--- config.mk ---
export PLATFORM = sky130hd
export DESIGN_NAME = x86_subset_instruction_decoder
export DESIGN_NICKNAME = d
export VERILOG_FILES = /design/src/hw/rtl/xsid_pkg.sv /design/src/hw/rtl/xsid_in_reg.sv /design/src/hw/rtl/xsid_core.sv /design/src/hw/rtl/xsid_out_reg.sv /design/src/hw/rtl/x86_subset_instruction_decoder.sv
export SDC_FILE = /design/constraint.sdc
export NUM_CORES = 1
export LEC_CHECK = 0
export BUFFER_PORTS_ARGS = -buffer_cell sky130_fd_sc_hd__clkbuf_2
export CAP_MARGIN = 20
export CORE_MARGIN = 4
export CORE_UTILIZATION = 50
export DETAILED_ROUTE_END_ITERATION = 7
export PLACE_DENSITY = 0.82
export RECOVER_POWER = 100
export SETUP_SLACK_MARGIN = 0.02
export SLEW_MARGIN = 20
export SYNTH_ARGS = -nofsm -noshare
export SYNTH_HDL_FRONTEND = slang
export SYNTH_SLANG_ARGS = --single-unit
--- constraint.sdc ---
create_clock -name i_clk -period 10.94 [get_ports i_clk]
set_input_delay 1.641 -clock i_clk [delete_from_list [all_inputs] [get_ports i_clk]]
set_output_delay 1.641 -clock i_clk [all_outputs]
set_load 0.01 [all_outputs]
--- src/hw/rtl/xsid_pkg.sv ---
// ----------------------------------------------------------------------------
// xsid_pkg
// Shared types, opcode constants and decode tables of the x86 subset decoder.
// ----------------------------------------------------------------------------
package xsid_pkg;

    // status codes carried with each record
    localparam logic [1:0] ST_OK      = 2'd0;
    localparam logic [1:0] ST_UNKNOWN = 2'd1;
    localparam logic [1:0] ST_UNSUP   = 2'd2;
    localparam logic [1:0] ST_TRUNC   = 2'd3;

    // special bytes
    localparam logic [7:0] OP_REP     = 8'hF3;
    localparam logic [7:0] OP_ESC     = 8'h0F;
    localparam logic [7:0] OP_ENDBR_2 = 8'h1E;
    localparam logic [7:0] OP_ENDBR_3 = 8'hFB;
    localparam logic [7:0] OP_GS      = 8'h65;
    localparam logic [7:0] OP_RET     = 8'hC3;
    localparam logic [7:0] OP_MOVZX   = 8'hB6;
    localparam logic [7:0] OP_TEST    = 8'h84;
    localparam logic [7:0] OP_XOR_RM  = 8'h31;
    localparam logic [7:0] OP_XOR_GS  = 8'h33;
    localparam logic [7:0] OP_GRP5    = 8'hFF;
    localparam logic [7:0] OP_GRP1_8  = 8'h83;
    localparam logic [7:0] OP_GRP1_32 = 8'h81;

    // remaining opcodes of the subset
    localparam logic [7:0] OP_NOP           = 8'h90;
    localparam logic [7:0] OP_PUSH_EBP      = 8'h55;
    localparam logic [7:0] OP_LEAVE         = 8'hC9;
    localparam logic [7:0] OP_PUSH_EBX      = 8'h53;
    localparam logic [7:0] OP_PUSH_EDX      = 8'h52;
    localparam logic [7:0] OP_PUSH_EAX      = 8'h50;
    localparam logic [7:0] OP_MOV_RM_R      = 8'h89;
    localparam logic [7:0] OP_MOV_R_RM      = 8'h8B;
    localparam logic [7:0] OP_LEA           = 8'h8D;
    localparam logic [7:0] OP_ADD_RM_R      = 8'h01;
    localparam logic [7:0] OP_CMP_R_RM      = 8'h3B;
    localparam logic [7:0] OP_CMP_RM_R      = 8'h39;
    localparam logic [7:0] OP_MOV_RM_IMM    = 8'hC7;
    localparam logic [7:0] OP_CALL          = 8'hE8;
    localparam logic [7:0] OP_ADD_EAX_IMM   = 8'h05;
    localparam logic [7:0] OP_MOV_EAX_IMM   = 8'hB8;
    localparam logic [7:0] OP_MOV_EAX_MOFFS = 8'hA1;
    localparam logic [7:0] OP_JMP_SHORT     = 8'hEB;
    localparam logic [7:0] OP_JLE           = 8'h7E;
    localparam logic [7:0] OP_JNE           = 8'h75;
    localparam logic [7:0] OP_JB            = 8'h72;
    localparam logic [7:0] OP_JA            = 8'h77;
    localparam logic [7:0] OP_JE            = 8'h74;
    localparam logic [7:0] OP_CMP_AL_IMM    = 8'h3C;
    localparam logic [7:0] OP_PUSH_IMM8     = 8'h6A;

    typedef struct packed {
        logic [7:0] code_byte;
        logic       end_of_buffer;
    } t_in_item;

    typedef struct packed {
        logic [7:0]  opcode;
        logic        extended;
        logic [1:0]  status;
        logic [1:0]  mode_bits;
        logic [2:0]  reg_bits;
        logic [2:0]  rm_bits;
        logic [31:0] displacement;
        logic [31:0] immediate;
        logic [31:0] branch_target;
        logic [31:0] start_address;
        logic [3:0]  length;
        logic        function_end;
    } t_record;

    typedef struct packed {
        logic known;
        logic modrm;
        logic imm8;
        logic imm32;
        logic branch;
        logic gs;
    } t_op_class;

    function automatic t_op_class op_class(input logic [7:0] op, input logic ext);
        t_op_class c;
        c = '0;
        if (ext) begin
            if (op == OP_MOVZX || op == OP_TEST) begin
                c.known = 1'b1;
                c.modrm = 1'b1;
            end
        end else begin
            unique case (op)
                OP_NOP, OP_PUSH_EBP, OP_LEAVE, OP_RET, OP_PUSH_EBX, OP_PUSH_EDX,
                OP_PUSH_EAX: begin
                    c.known = 1'b1;
                end
                OP_MOV_RM_R, OP_MOV_R_RM, OP_LEA, OP_ADD_RM_R, OP_TEST, OP_CMP_R_RM,
                OP_CMP_RM_R, OP_XOR_RM, OP_GRP5: begin
                    c.known = 1'b1;
                    c.modrm = 1'b1;
                end
                OP_XOR_GS: begin
                    c.known = 1'b1;
                    c.modrm = 1'b1;
                    c.gs    = 1'b1;
                end
                OP_GRP1_8: begin
                    c.known = 1'b1;
                    c.modrm = 1'b1;
                    c.imm8  = 1'b1;
                end
                OP_MOV_RM_IMM, OP_GRP1_32: begin
                    c.known = 1'b1;
                    c.modrm = 1'b1;
                    c.imm32 = 1'b1;
                end
                OP_CALL: begin
                    c.known  = 1'b1;
                    c.imm32  = 1'b1;
                    c.branch = 1'b1;
                end
                OP_ADD_EAX_IMM, OP_MOV_EAX_IMM: begin
                    c.known = 1'b1;
                    c.imm32 = 1'b1;
                end
                OP_MOV_EAX_MOFFS: begin
                    c.known = 1'b1;
                    c.imm32 = 1'b1;
                    c.gs    = 1'b1;
                end
                OP_JMP_SHORT, OP_JLE, OP_JNE, OP_JB, OP_JA, OP_JE: begin
                    c.known  = 1'b1;
                    c.imm8   = 1'b1;
                    c.branch = 1'b1;
                end
                OP_CMP_AL_IMM, OP_PUSH_IMM8: begin
                    c.known = 1'b1;
                    c.imm8  = 1'b1;
                end
                default: c = '0;
            endcase
        end
        return c;
    endfunction

    // ModR/M form check; SIB forms are never accepted
    function automatic logic form_ok(input logic [7:0] op, input logic ext,
                                     input logic [7:0] m);
        logic ok;
        ok = 1'b1;
        if (m[7:6] != 2'd3 && m[2:0] == 3'd4) begin
            ok = 1'b0;
        end else if (!ext) begin
            unique case (op)
                OP_XOR_RM:  ok = (m[7:6] == 2'd3);
                OP_XOR_GS:  ok = (m[7:6] == 2'd0) && (m[2:0] == 3'd5);
                OP_GRP5:    ok = (m[5:3] == 3'd6);
                OP_GRP1_8:  ok = (m[5:3] == 3'd0) || (m[5:3] == 3'd5) || (m[5:3] == 3'd7);
                OP_GRP1_32: ok = (m[5:3] == 3'd0);
                default:    ok = 1'b1;
            endcase
        end
        return ok;
    endfunction

    // displacement bytes following a ModR/M byte
    function automatic logic [2:0] disp_size(input logic [7:0] m);
        logic [2:0] s;
        unique case (m[7:6])
            2'd1:    s = 3'd1;
            2'd2:    s = 3'd4;
            2'd0:    s = (m[2:0] == 3'd5) ? 3'd4 : 3'd0;
            default: s = 3'd0;
        endcase
        return s;
    endfunction

    function automatic logic [2:0] imm_size(input t_op_class c);
        logic [2:0] s;
        if (c.imm32) begin
            s = 3'd4;
        end else if (c.imm8) begin
            s = 3'd1;
        end else begin
            s = 3'd0;
        end
        return s;
    endfunction

endpackage

--- src/hw/rtl/xsid_in_reg.sv ---
// ----------------------------------------------------------------------------
// xsid_in_reg
// Input register for code bytes; holds one byte until the decode stage takes it.
// ----------------------------------------------------------------------------
module xsid_in_reg
    import xsid_pkg::*;
(
    input  logic     i_clk,
    input  logic     i_rst_n,
    input  logic     i_s_tvalid,
    input  t_in_item i_item,
    output logic     o_s_tready,
    input  logic     i_take,
    output logic     o_valid,
    output t_in_item o_item
);

    logic     r_valid;
    t_in_item r_item;

    // empty, or the held byte moves on this cycle
    assign o_s_tready = !r_valid || i_take;

    always_ff @(posedge i_clk) begin
        if (!i_rst_n) begin
            r_valid <= 1'b0;
        end else if (o_s_tready) begin
            r_valid <= i_s_tvalid;
        end
    end

    always_ff @(posedge i_clk) begin
        if (o_s_tready && i_s_tvalid) begin
            r_item <= i_item;
        end
    end

    assign o_valid = r_valid;
    assign o_item  = r_item;

endmodule

--- src/hw/rtl/xsid_core.sv ---
// ----------------------------------------------------------------------------
// xsid_core
// Decode state and per-byte decode logic; emits one record per instruction.
// ----------------------------------------------------------------------------
module xsid_core
    import xsid_pkg::*;
(
    input  logic        i_clk,
    input  logic        i_rst_n,
    input  logic        i_cfg_we,
    input  logic [31:0] i_cfg_wdata,
    input  logic        i_fire,
    input  t_in_item    i_item,
    output logic        o_rec_valid,
    output t_record     o_rec
);

    typedef enum logic [2:0] {
        PH_OP,
        PH_ESC,
        PH_ENDBR,
        PH_MODRM,
        PH_DISP,
        PH_IMM
    } t_phase;

    t_phase      r_phase,      n_phase;
    logic [7:0]  r_opcode,     n_opcode;
    logic        r_esc,        n_esc;
    logic [7:0]  r_modrm,      n_modrm;
    logic [2:0]  r_left,       n_left;
    logic [31:0] r_disp,       n_disp;
    logic [31:0] r_imm,        n_imm;
    logic        r_gs,         n_gs;
    logic [31:0] r_byte_addr,  n_byte_addr;
    logic [31:0] r_next_addr,  n_next_addr;
    logic [31:0] r_start,      n_start;
    logic [3:0]  r_len,        n_len;
    logic [31:0] r_base;
    logic [31:0] r_base_next;

    logic [7:0]  b;
    logic        rec_v;
    logic [1:0]  verdict;
    logic        do_begin;
    logic        do_after;
    t_op_class   cls_sel;
    t_op_class   cls_held;
    logic [2:0]  dsz;
    logic [2:0]  isz;
    logic [1:0]  idx;
    logic [3:0]  len_cur;
    logic [7:0]  endbr_exp;
    logic        ok;
    logic        br;
    t_record     rec;

    assign b        = i_item.code_byte;
    assign cls_held = op_class(r_opcode, r_esc);

    always_comb begin
        n_phase     = r_phase;
        n_opcode    = r_opcode;
        n_esc       = r_esc;
        n_modrm     = r_modrm;
        n_left      = r_left;
        n_disp      = r_disp;
        n_imm       = r_imm;
        n_gs        = r_gs;
        n_start     = r_start;
        n_byte_addr = r_byte_addr + 32'd1;
        n_next_addr = r_next_addr + 32'd1;
        rec_v       = 1'b0;
        verdict     = ST_OK;
        do_begin    = 1'b0;
        do_after    = 1'b0;
        cls_sel     = cls_held;
        dsz         = disp_size(r_modrm);
        isz         = imm_size(cls_held);
        idx         = 2'd0;
        endbr_exp   = OP_ENDBR_3;

        // first byte of a new instruction
        if (r_phase == PH_OP && !r_gs) begin
            n_start = r_byte_addr;
            len_cur = 4'd0;
        end else begin
            len_cur = r_len;
        end
        n_len = (len_cur == 4'd15) ? len_cur : len_cur + 4'd1;

        unique case (r_phase)
            PH_ESC: begin
                n_opcode = b;
                n_esc    = 1'b1;
                cls_sel  = op_class(b, 1'b1);
                do_begin = 1'b1;
            end
            PH_ENDBR: begin
                if (r_left == 3'd3) begin
                    endbr_exp = OP_ESC;
                end else if (r_left == 3'd2) begin
                    endbr_exp = OP_ENDBR_2;
                end
                if (b != endbr_exp) begin
                    rec_v   = 1'b1;
                    verdict = ST_UNSUP;
                end else begin
                    n_left = r_left - 3'd1;
                    if (r_left == 3'd1) begin
                        rec_v = 1'b1;
                    end
                end
            end
            PH_MODRM: begin
                n_modrm = b;
                dsz     = disp_size(b);
                if (!form_ok(r_opcode, r_esc, b)) begin
                    rec_v   = 1'b1;
                    verdict = ST_UNSUP;
                end else if (dsz != 3'd0) begin
                    n_phase = PH_DISP;
                    n_left  = dsz;
                end else begin
                    do_after = 1'b1;
                end
            end
            PH_DISP: begin
                idx = 2'(dsz - r_left);
                case (idx)
                    2'd0:    n_disp[7:0]   = b;
                    2'd1:    n_disp[15:8]  = b;
                    2'd2:    n_disp[23:16] = b;
                    default: n_disp[31:24] = b;
                endcase
                n_left = r_left - 3'd1;
                if (r_left == 3'd1) begin
                    if (dsz == 3'd1) begin
                        n_disp = {{24{b[7]}}, b};
                    end
                    do_after = 1'b1;
                end
            end
            PH_IMM: begin
                idx = 2'(isz - r_left);
                case (idx)
                    2'd0:    n_imm[7:0]   = b;
                    2'd1:    n_imm[15:8]  = b;
                    2'd2:    n_imm[23:16] = b;
                    default: n_imm[31:24] = b;
                endcase
                n_left = r_left - 3'd1;
                if (r_left == 3'd1) begin
                    if (isz == 3'd1) begin
                        n_imm = {{24{b[7]}}, b};
                    end
                    rec_v = 1'b1;
                end
            end
            default: begin
                if (b == OP_GS) begin
                    // a second prefix is an unsupported form
                    if (r_gs) begin
                        rec_v   = 1'b1;
                        verdict = ST_UNSUP;
                    end
                    n_opcode = OP_GS;
                    n_gs     = 1'b1;
                end else begin
                    n_opcode = b;
                    if (b == OP_ESC) begin
                        n_phase = PH_ESC;
                    end else if (b == OP_REP) begin
                        n_phase = PH_ENDBR;
                        n_left  = 3'd3;
                    end else begin
                        cls_sel  = op_class(b, 1'b0);
                        do_begin = 1'b1;
                    end
                end
            end
        endcase

        if (do_begin) begin
            if (!cls_sel.known) begin
                rec_v   = 1'b1;
                verdict = ST_UNKNOWN;
            end else if (cls_sel.gs && !r_gs) begin
                rec_v   = 1'b1;
                verdict = ST_UNSUP;
            end else if (cls_sel.modrm) begin
                n_phase = PH_MODRM;
            end else begin
                do_after = 1'b1;
            end
        end

        if (do_after) begin
            isz = imm_size(cls_sel);
            if (isz != 3'd0) begin
                n_phase = PH_IMM;
                n_left  = isz;
            end else begin
                rec_v = 1'b1;
            end
        end

        if (!rec_v && i_item.end_of_buffer) begin
            rec_v   = 1'b1;
            verdict = ST_TRUNC;
        end

        ok = rec_v && (verdict == ST_OK);
        // relative branches always complete in the immediate phase
        br = ok && (r_phase == PH_IMM) && cls_held.branch;

        rec.opcode        = n_opcode;
        rec.extended      = n_esc;
        rec.status        = verdict;
        rec.mode_bits     = n_modrm[7:6];
        rec.reg_bits      = n_modrm[5:3];
        rec.rm_bits       = n_modrm[2:0];
        rec.displacement  = ok ? n_disp : 32'd0;
        rec.immediate     = ok ? n_imm : 32'd0;
        rec.branch_target = br ? (r_next_addr + n_imm) : 32'd0;
        rec.start_address = n_start;
        rec.length        = n_len;
        rec.function_end  = ok && (n_opcode == OP_RET) && !n_esc;

        if (rec_v) begin
            n_phase  = PH_OP;
            n_opcode = 8'd0;
            n_esc    = 1'b0;
            n_modrm  = 8'd0;
            n_left   = 3'd0;
            n_disp   = 32'd0;
            n_imm    = 32'd0;
            n_gs     = 1'b0;
            n_len    = 4'd0;
            if (i_item.end_of_buffer) begin
                n_byte_addr = r_base;
                n_next_addr = r_base_next;
            end
        end
    end

    always_ff @(posedge i_clk) begin
        if (!i_rst_n) begin
            r_phase     <= PH_OP;
            r_opcode    <= 8'd0;
            r_esc       <= 1'b0;
            r_modrm     <= 8'd0;
            r_left      <= 3'd0;
            r_disp      <= 32'd0;
            r_imm       <= 32'd0;
            r_gs        <= 1'b0;
            r_len       <= 4'd0;
            r_base      <= 32'd0;
            r_base_next <= 32'd1;
            r_byte_addr <= 32'd0;
            r_next_addr <= 32'd1;
            r_start     <= 32'd0;
        end else if (i_cfg_we) begin
            // new base drops any partial instruction
            r_phase     <= PH_OP;
            r_opcode    <= 8'd0;
            r_esc       <= 1'b0;
            r_modrm     <= 8'd0;
            r_left      <= 3'd0;
            r_disp      <= 32'd0;
            r_imm       <= 32'd0;
            r_gs        <= 1'b0;
            r_len       <= 4'd0;
            r_base      <= i_cfg_wdata;
            r_base_next <= i_cfg_wdata + 32'd1;
            r_byte_addr <= i_cfg_wdata;
            r_next_addr <= i_cfg_wdata + 32'd1;
        end else if (i_fire) begin
            r_phase     <= n_phase;
            r_opcode    <= n_opcode;
            r_esc       <= n_esc;
            r_modrm     <= n_modrm;
            r_left      <= n_left;
            r_disp      <= n_disp;
            r_imm       <= n_imm;
            r_gs        <= n_gs;
            r_len       <= n_len;
            r_byte_addr <= n_byte_addr;
            r_next_addr <= n_next_addr;
            r_start     <= n_start;
        end
    end

    assign o_rec_valid = i_fire && rec_v;
    assign o_rec       = rec;

    a_len_range: assert property (@(posedge i_clk) disable iff (!i_rst_n)
        o_rec_valid |-> (o_rec.length != 4'd0) && (o_rec.length <= 4'd11))
        else $error("record length out of range");

    a_next_addr: assert property (@(posedge i_clk) disable iff (!i_rst_n)
        r_next_addr == r_byte_addr + 32'd1)
        else $error("next address tracker out of step");

    a_cfg_clear: assert property (@(posedge i_clk) disable iff (!i_rst_n)
        i_cfg_we |=> (r_phase == PH_OP) && !r_gs && (r_len == 4'd0))
        else $error("base write did not clear decode state");

    a_left_busy: assert property (@(posedge i_clk) disable iff (!i_rst_n)
        (r_phase == PH_DISP || r_phase == PH_IMM || r_phase == PH_ENDBR)
            |-> (r_left != 3'd0))
        else $error("byte counter empty in a counting phase");

    a_ret_ok: assert property (@(posedge i_clk) disable iff (!i_rst_n)
        (o_rec_valid && o_rec.function_end)
            |-> (o_rec.status == ST_OK) && (o_rec.length <= 4'd2))
        else $error("function end on a bad record");

endmodule

--- src/hw/rtl/xsid_out_reg.sv ---
// ----------------------------------------------------------------------------
// xsid_out_reg
// Result register; holds one decoded record until the sink takes it.
// ----------------------------------------------------------------------------
module xsid_out_reg
    import xsid_pkg::*;
(
    input  logic    i_clk,
    input  logic    i_rst_n,
    input  logic    i_rec_valid,
    input  t_record i_rec,
    input  logic    i_m_tready,
    output logic    o_free,
    output logic    o_tvalid,
    output t_record o_rec
);

    logic    r_valid;
    t_record r_rec;

    // register can take a record: empty, or the current one leaves now
    assign o_free = !r_valid || i_m_tready;

    always_ff @(posedge i_clk) begin
        if (!i_rst_n) begin
            r_valid <= 1'b0;
        end else if (o_free) begin
            r_valid <= i_rec_valid;
        end
    end

    always_ff @(posedge i_clk) begin
        if (o_free && i_rec_valid) begin
            r_rec <= i_rec;
        end
    end

    assign o_tvalid = r_valid;
    assign o_rec    = r_rec;

endmodule

--- src/hw/rtl/x86_subset_instruction_decoder.sv ---
// ----------------------------------------------------------------------------
// x86_subset_instruction_decoder
// Byte-serial decoder for a subset of 32-bit x86 code with record output.
// ----------------------------------------------------------------------------
// Takes one code byte per clock and emits one record per instruction (or per
// error). Each byte is captured in an input register and held there until the
// result register can take a record; the decode stage then updates the decode
// state and loads the result register, which offers the record of the
// instruction that the byte completes. Throughput is one byte per cycle as long
// as the sink keeps taking records; the single decode stage that carries the
// state from one byte to the next sets that figure. Writing base_address
// restarts the address count and drops any partial instruction; it is meant to
// be written while no byte is in flight. There is no clearing pass after reset.
module x86_subset_instruction_decoder
    import xsid_pkg::*;
(
    input  logic         i_clk,
    input  logic         i_rst_n,
    // base_address register
    input  logic         i_cfg_we,
    input  logic [31:0]  i_cfg_wdata,
    // code bytes in
    input  logic         i_s_axis_tvalid,
    output logic         o_s_axis_tready,
    input  logic [7:0]   i_s_axis_tdata,   // [7:0] code_byte
    input  logic         i_s_axis_tlast,   // end_of_buffer
    // records out
    output logic         o_m_axis_tvalid,
    input  logic         i_m_axis_tready,
    // [7:0] opcode, [9:8] mode_bits, [12:10] reg_bits, [15:13] rm_bits,
    // [47:16] displacement, [79:48] immediate, [111:80] branch_target,
    // [143:112] start_address, [147:144] length, [151:148] zero
    output logic [151:0] o_m_axis_tdata,
    output logic [2:0]   o_m_axis_tuser,   // [0] extended, [2:1] status
    output logic         o_m_axis_tlast    // function_end
);

    t_in_item in_item;
    t_in_item held_item;
    logic     held_valid;
    logic     out_free;
    logic     fire;
    logic     rec_valid;
    t_record  rec;
    t_record  out_rec;

    assign in_item.code_byte     = i_s_axis_tdata;
    assign in_item.end_of_buffer = i_s_axis_tlast;

    xsid_in_reg u_in_reg (
        .i_clk      (i_clk),
        .i_rst_n    (i_rst_n),
        .i_s_tvalid (i_s_axis_tvalid),
        .i_item     (in_item),
        .o_s_tready (o_s_axis_tready),
        .i_take     (out_free),
        .o_valid    (held_valid),
        .o_item     (held_item)
    );

    assign fire = held_valid && out_free;

    xsid_core u_core (
        .i_clk       (i_clk),
        .i_rst_n     (i_rst_n),
        .i_cfg_we    (i_cfg_we),
        .i_cfg_wdata (i_cfg_wdata),
        .i_fire      (fire),
        .i_item      (held_item),
        .o_rec_valid (rec_valid),
        .o_rec       (rec)
    );

    xsid_out_reg u_out_reg (
        .i_clk       (i_clk),
        .i_rst_n     (i_rst_n),
        .i_rec_valid (rec_valid),
        .i_rec       (rec),
        .i_m_tready  (i_m_axis_tready),
        .o_free      (out_free),
        .o_tvalid    (o_m_axis_tvalid),
        .o_rec       (out_rec)
    );

    assign o_m_axis_tdata = {4'd0,
                             out_rec.length,
                             out_rec.start_address,
                             out_rec.branch_target,
                             out_rec.immediate,
                             out_rec.displacement,
                             out_rec.rm_bits,
                             out_rec.reg_bits,
                             out_rec.mode_bits,
                             out_rec.opcode};
    assign o_m_axis_tuser = {out_rec.status, out_rec.extended};
    assign o_m_axis_tlast = out_rec.function_end;

endmodule

; Word-level counts from Yosys, hierarchy flattened
; Cells that the tools add are included.
[totals]
inputBits = 46
register_bits = 415
ramBits = 0
n_memories = 0
output_inout_bits = 158
romBits = 0
latchBits = 0
word_cells = 328
[classes]
mul = 0
n_bitwise = 2
div = 0
n_addsub = 8
n_reduce_logical = 59
n_eq_ne = 99
n_mux = 130
shifts = 0
order_cmp = 0
[op_table]
columns = operator, count
row1 = $mux W32, 17
row2 = $eq A8 B8 Y1 const B, 34
row3 = $eq A8 B7 Y1 const B, 21
row4 = $mux W8, 15
row5 = $add A32 B1 Y32 const B, 3
row6 = $mux W3, 27
row7 = $eq A8 B6 Y1 const B, 10
row8 = $reduce_or A32 Y1, 2
row9 = $mux W1, 42
row10 = $add A32 B32 Y32, 1
row11 = $reduce_or A13 Y1, 2
row12 = $eq A3 B3 Y1 const B, 8
row13 = $mux W2, 11
row14 = $mux W6, 3
row15 = $pmux W3 S3, 2
row16 = $reduce_or A9 Y1, 2
row17 = $eq A8 B1 Y1 const B, 2
row18 = $eq A8 B3 Y1 const B, 2
row19 = $mux W4, 4
row20 = $pmux W8 S2, 1
row21 = $logic_and A1 B1 Y1, 14
row22 = $reduce_or A7 Y1, 2
row23 = $eq A3 B1 Y1 const B, 4
row24 = $eq A3 B2 Y1 const B, 4
row25 = 31 further kinds, 65

; Longest topological paths before layout
; Gate-level depths: netlist of the first run.
[logic_depth]
ltp_word = 24
depth_mapped = 24
mapped_depth_nobuf = 22

; Cells and area by module
; Synthesis of the first run repeated with hierarchy kept, for this count alone.
[unflattened]
cells_unflattened = 2622
hier_area_um2 = 22335.2
[modules_own_cells]
columns = module, cells_per_inst, area_per_inst_um2, instances
row1 = xsid_core, 2445, 17345.4, 1
row2 = xsid_out_reg, 157, 4621.9, 1
row3 = xsid_in_reg, 14, 327.8, 1
row4 = x86_subset_instruction_decoder, 6, 40.0, 1

; Least setup slack after synthesis of the first run
; No wires, ideal clock.
[synth_path]
path_kind = flip-flop to flip-flop
start = register u_core.r_phase[1]
end = register u_out_reg.r_rec, in the netlist u_out_reg.o_rec[0], enable pin
setup_time_ps = 713
arrival_time_ps = 10121
stages_incl_launch_ff = 12
required_ps = 10227
path_buffers = 3
setup_slack_ps = 106
path_cell_list = dfxtp_1 clkbuf_1 or3_1 and2_1 or4_1 clkbuf_2 a211oi_1 o21ai_0 nor4_2 a2111oi_4 buf_2 a21oi_1
[synth_via]
elab_chain_len = 14
[synth_lines]
columns = item, line_no
row1 = "start, declared", xsid_core.sv:27  ; t_phase r_phase, n_phase;
row2 = "start signal, assigned", xsid_core.sv:279  ; r_phase <= n_phase;
row3 = $eq A3 B2 Y1 / $eq A3 B3 Y1 (equally long branches), xsid_core.sv:92  ; unique case (r_phase)
row4 = $reduce_or A4 Y1 (no line), n/a
row5 = $pmux W6 S2, xsid_core.sv:92
row6 = $mux W1 / $logic_and A1 B1 Y1 (equally long branches), "xsid_pkg.sv:183, xsid_core.sv:188"
row7 = $mux W3 / $mux W1 (equally long branches), "xsid_pkg.sv:181, xsid_core.sv:188"
row8 = $mux W3 / $mux W1 (equally long branches), "xsid_core.sv:198, xsid_core.sv:185"
row9 = $reduce_bool A3 Y1 / $mux W1 (equally long branches), "xsid_core.sv:200, xsid_core.sv:184"
row10 = $mux W1, xsid_core.sv:200  ; if (isz != 3'd0) begin
row11 = $mux W1 (*), xsid_core.sv:198  ; if (do_after) begin
row12 = $logic_not A1 Y1, xsid_core.sv:208  ; if (!rec_v && i_item.end_of_buffer) begin
row13 = $logic_and A1 B1 Y1, xsid_core.sv:208
row14 = $mux W1 (*), xsid_core.sv:208
row15 = $logic_and A1 B1 Y1 (*), xsid_core.sv:294  ; assign o_rec_valid = i_fire && rec_v;
row16 = $logic_and A1 B1 Y1 (*), xsid_out_reg.sv:33  ; if (o_free && i_rec_valid) begin
row17 = "end signal, assigned", xsid_out_reg.sv:34  ; r_rec <= i_rec;
row18 = "end, declared", xsid_out_reg.sv:19  ; t_record r_rec;
; Every way passes the cells marked *; elsewhere a longest branch is shown, timed or not. The select of a mux whose other input is x is not followed.
; A chain may end at the register's enable or synchronous reset.

; Worst setup path after layout of the first run
[layout_path]
start = register u_core.r_phase[0]
end = register u_out_reg.r_rec, in the netlist u_out_reg.o_rec[35], enable pin
; The elaborated chain is that of the path after synthesis.

==> results of run 1 <==
-- final timing paths --
path	from	to	slack, ps	depth (start not counted)
max reg2reg	u_core.r_phase[0]	u_out_reg.o_rec[35]	2680	11
min reg2reg	u_core.r_modrm[1]	u_core.r_modrm[1]	450	2
max	u_core.r_phase[0]	u_out_reg.o_rec[35]	2680	11
min	u_core.r_modrm[1]	u_core.r_modrm[1]	450	2
-- through the flow --
stage	instances	util
final	3346	0.563
after global routing	3346	0.563
after CTS	3346	0.570
after detailed placement	3262	0.536
after global placement	3262	0.536
after floorplan	2650	-
-- routing by layer --
layer  vias up  GRT usage  wire length, um
met3       152     0.0602             6730
met2      1113      0.408            30300
met5         -          0               23
li1       9762          -                -
met4         4     0.0769             1830
met1     10000      0.361            28500
-- worst reg2reg max path, cell delays in order, from the launching register on --
cell and delay, ps:
dfxtp_1 330, clkbuf_1 1270, nor3b_1 760, nor3_1 90, nand2_1 110, nor2_1 40
a211oi_1 390, o211ai_1 240, a2111oi_0 2950, buf_4 820, a21oi_1 190, buf_4 570
-- registers in the layout, summed over array words and instances, names as in the netlist --
name                count
u_core.r_modrm          8
u_core.r_base          32
u_core.r_disp          32
u_core.r_imm           32
u_core.r_next_addr     32
u_in_reg.o_valid        1
u_core.r_byte_addr     32
u_out_reg.o_tvalid      1
u_core.r_phase          3
u_core.r_gs             1
u_core.r_base_next     32
u_core.r_start         32
u_in_reg.o_item         9
u_core.r_esc            1
u_core.r_left           3
u_core.r_len            4
u_core.r_opcode         8
u_out_reg.o_rec       152
-- area by class of cell --
type                       count  area, um^2
fill                        3928       19400
multi-input combinational   1961       11700
sequential                   415        9920
clock buffer                  57        1180
timing repair buffer         230        1000
tap                          592         741
clock inverter                27         320
inverter                      64         240
-- power groups by stage --
stage               combinational (mW)  clock, mW  sequential, mW
floorplan                        0.212          0            1.74
global placement                 0.307          0            1.73
detailed placement               0.316          0            1.74
CTS                              0.319       1.57            1.70
global route                     0.346       1.63            1.71
finish                           0.316       1.56            1.71
-- logic make-up after synthesis --
kind of cell,Yosys count,share of synthesized area
AO/OA/AOI/OAI,800,0.221
XOR/XNOR,63,0.0244
adder cells (fa/ha/maj),41,0.0230
buffers and inverters,274,0.0469
flip-flops,415,0.438
multiplexers,77,0.0367
other,1,0.000166
AND/OR/NAND/NOR,976,0.210
-- cells in the mapped netlist, types with 36 or more instances --
cell type	count	area (um^2)
a21boi_0	107	803
a21oi_1	230	1150
a31oi_1	45	282
and3_1	64	400
clkbuf_1	167	627
dfxtp_1	254	5080
edfxtp_1	161	4830
ha_1	40	500
inv_1	62	233
mux2_2	47	529
nand2_1	297	1110
nand3_1	70	350
nand4_1	77	482
nor2_1	241	905
nor2b_1	36	225
nor3_1	46	230
o21ai_0	198	991
o22ai_1	38	238
xnor2_1	39	342
==> results.toml, run 1 <==
[status]
status = "finished, violations left"
violations = "max-capacitance violations, max-slew violations"

[synthesis]
synth-seq-cells = 415
yosysUniqueCellTypes = 84
synth-edff-count = 161
syn_area_um2 = 22700
async_reset_ff_frac = 0
synth_warnings = 0
synth-seq-area-share = 0.438
synth_ff_type = "dfxtp_1"
synth_area_per_cell_um2 = 8.56
synthCells = 2647

[timing]
drv_slew = 582
relSlewSlack = -1.66
period_needed_ps = 8260
report.final.hold_viol_count = 0
final.period_utilization = 0.755
hold_slack_ps = 450
setup_ws_ps = 2680
fmax_ghz = 0.121
clock_skew_ps = 28.9
finalSetupViolations = 0
worst_slew_pin_slew_ps = 3980
tns_ps = 0
rsz0062_at_grt = "no"

[place]
place_area_um2 = 23900
portBuffers = 199
place_ws_ps = 4300
place.gp.congestion = 0.917
place_hpwl_mm = 44.2

[clock_tree]
cts_sinks = 415
clkTransAtPathRegs_ps = 60
cts_resized = 0
clockBufferDepth = 3
numCtsBuffers = 45
ctsHoldBuffers = 0
h-tree-depth = 2
post-cts-setup-buffers = 0
clk_latency_ps = 600
cts_root_buffer = "clkbuf_16"
cts_tree = "yes"

[power_and_ir_drop]
finalPower_mw = 3.58
p_sw_mw = 0.931
p_int_mw = 2.65
p_per_area_nw_per_um2 = 143
power.leakage_nw = 8.81
power_frac_clock = 0.435
combPwrFrac = 0.088
p_sw_frac = 0.260
seqPwrFrac = 0.476
vdd_drop_max_uv = 116

[worst_setup_path]
cp_data_required_time_ps = 11130
critPathArrivalTime_ps = 8450
crit_chain = "clkbuf_1, nor3b_1, nor3_1, nand2_1, nor2_1, a211oi_1, o211ai_1, a2111oi_0, buf_4, a21oi_1, buf_4"
critPathTopFamily = "compound AO/OA/AOI/OAI gates"
max_stage_delay_ps = 2950
critical_path_class = "reg -> reg"
slowest_stage = "a2111oi_0"
crit_buf_inv = 3
cp-start-kind = "register"
cp-end-kind = "register"
crit_path_max_fanout = 71
crit_top_cell = "buf_4"

[die]
dieWidth_um = 221
dieHeight_um = 221
die-area_um2 = 48800
io_pins = 204
core_um2 = 44500
rows = 77
start_util = 0.509

[route]
drtIter0Drc = 2826
routed-via-count = 21100
ant_nets = 0
drt_pass1_iterations = 8
drc = 0
avgRoutedWirePerCell_um = 20.1
vias_per_cell = 6.30
routed_wl_mm = 67.4

[run]
drv_cap = 11

[grt]
grt_pass1_vias = 19900
grt_pass1_wl_mm = 107
gr-total-overflow = 0
antenna_found_initial = 3
grtUsageTotal = 0.260
grt_start_max_net_pins = 115

[layout]
n_antenna_cell = 0
finalNetCount = 2804
most-common-layout-cells = "nand2_1 (296), dfxtp_1 (254), nor2_1 (241)"
area_growth_pct = 10.6
drive_gt1_frac = 0.0632
final_cell_area_um2 = 25100
final_common_cell = "nand2_1"

[min_path]
hp-class = "reg -> reg"
No activity file was read; power rests on OpenSTA's default activity.
==> run 2: changes to the inputs <==
==> constraint.sdc (replaced) <==
create_clock -name i_clk -period 6.8 [get_ports i_clk]
set_input_delay 1.02 -clock i_clk [delete_from_list [all_inputs] [get_ports i_clk]]
set_output_delay 1.02 -clock i_clk [all_outputs]
set_load 0.01 [all_outputs]
==> results.toml, run 2 (synthesis results as in run 1) <==
[grt]
grt_start_max_net_pins = 101
grt_pass1_wl_mm = 106
gr-total-overflow = 0
antenna_found_initial = 3
grt_pass1_vias = 19400
grtUsageTotal = 0.259

[route]
routed-via-count = 21100
ant_nets = 0
avgRoutedWirePerCell_um = 20.2
drtIter0Drc = 2803
vias_per_cell = 6.32
drt_pass1_iterations = 8
drc = 0
routed_wl_mm = 67.6

[layout]
multiInputGateArea_um2 = 11700
area_growth_pct = 10.7
final_cell_area_um2 = 25100
final_common_cell = "nand2_1"
finalNetCount = 2806
regArea_um2 = 9920
most-common-layout-cells = "nand2_1 (296), dfxtp_1 (254), nor2_1 (240)"
fillers = 3961
top_register = "u_out_reg.o_rec"
drive_gt1_frac = 0.0643
largest_register_ffs = 152

[power_and_ir_drop]
vdd_drop_max_uv = 219
power.leakage_nw = 8.81
p_per_area_nw_per_um2 = 230

[timing]
relSlewSlack = -1.98
drv_slew = 436
hold_slack_ps = 454
finalSetupViolations = 0
rsz0062_at_grt = "no"
clock_skew_ps = 24.3
tns_ps = 0
report.final.hold_viol_count = 0
period_needed_ps = 6120
fmax_ghz = 0.164
setup_ws_ps = 684
final.period_utilization = 0.899
worst_slew_pin_slew_ps = 4470

[run]
drv_cap = 8

[worst_setup_path]
critical_path_class = "reg -> reg"
cp-start-kind = "register"
critPathArrivalTime_ps = 6520
cp_data_required_time_ps = 7200
cp-end-kind = "register"
crit_path_max_fanout = 16

[die]
core_um2 = 44500
dieHeight_um = 221
dieWidth_um = 221
io_pins = 204
die-area_um2 = 48800
start_util = 0.509
rows = 77

[clock_tree]
cts_resized = 0
cts_root_buffer = "clkbuf_16"
clk_latency_ps = 590
ctsHoldBuffers = 0
numCtsBuffers = 43
post-cts-setup-buffers = 0
clockBufferDepth = 3
cts_sinks = 415
clkTransAtPathRegs_ps = 70
h-tree-depth = 2
cts_tree = "yes"

[place]
place.gp.congestion = 0.910
place_hpwl_mm = 45.0
place_ws_ps = 831
portBuffers = 199
place_area_um2 = 23900

[min_path]
hp-class = "reg -> reg"

[status]
violations = "max-capacitance violations, max-slew violations"
status = "finished, violations left"
-- run 2: cell types whose count changed in the layout (fill, tap and decap cells not counted), moves of 3 or more --
cell	before	now
buf_4	20	24
mux2_2	11	8
clkbuf_1	177	171
clkinv_2	8	4
bufinv_16	5	8
mux2_1	37	40
clkinvlp_4	1	6
-- run 2: layout make-up --
class / instances / area share
diodes: 1 / 0.0000998
clock buffers: 49 / 0.0438
clock inverters: 30 / 0.0156
inverters: 64 / 0.00958
multi-input cells: 1961 / 0.465
flip-flops and latches: 415 / 0.395
well taps: 592 / 0.0295
repair buffers: 234 / 0.0409
-- run 2: power breakdown --
part | switching [mW] | internal, mW
clock network | 1.04 | 1.48
registers | 0.0870 | 2.67
logic | 0.343 | 0.159
total | 1.47 | 4.31
-- run 2: per-layer routing --
layer,global-route usage,vias to the layer above,share of wire
met3,0.0509,194,0.097
met1,0.366,10000,0.42
met2,0.409,1151,0.45
met5,0,-,0.00019
li1,-,9785,-
met4,0.0737,2,0.031
-- run 2: through the flow --
step	utilization	cells	power, mW
detailed placement	0.537	3266	3.31
floorplan	-	2650	3.13
CTS	0.571	3345	5.80
global placement	0.537	3266	3.29
finish	0.564	3346	5.77
global route	0.564	3345	5.96
-- run 2: path summary, 6_finish.rpt --
kind	startpoint	to	cells after the start	slack, ps
min	u_core.r_modrm[0]	u_core.r_modrm[0]	2	450
max	u_core.r_opcode[7]	u_out_reg.o_rec[68]	21	680
min reg2reg	u_core.r_modrm[0]	u_core.r_modrm[0]	2	450
max reg2reg	u_core.r_opcode[7]	u_out_reg.o_rec[68]	21	680
-- run 2: worst max-delay path: stages (launching register included) --
cell,delay (ps)
dfxtp_1,610
nor4bb_1,520
a21oi_1,100
o32ai_1,380
o31ai_1,250
ha_1,300
xor2_1,160
nor2_1,140
inv_1,50
a21oi_1,590
nor2_1,80
a31oi_1,290
ha_1,360
a21oi_1,260
o22ai_1,110
a211oi_1,310
nand2_1,150
a21o_1,200
o211ai_1,250
a31oi_1,160
or4_1,490
a31oi_1,170
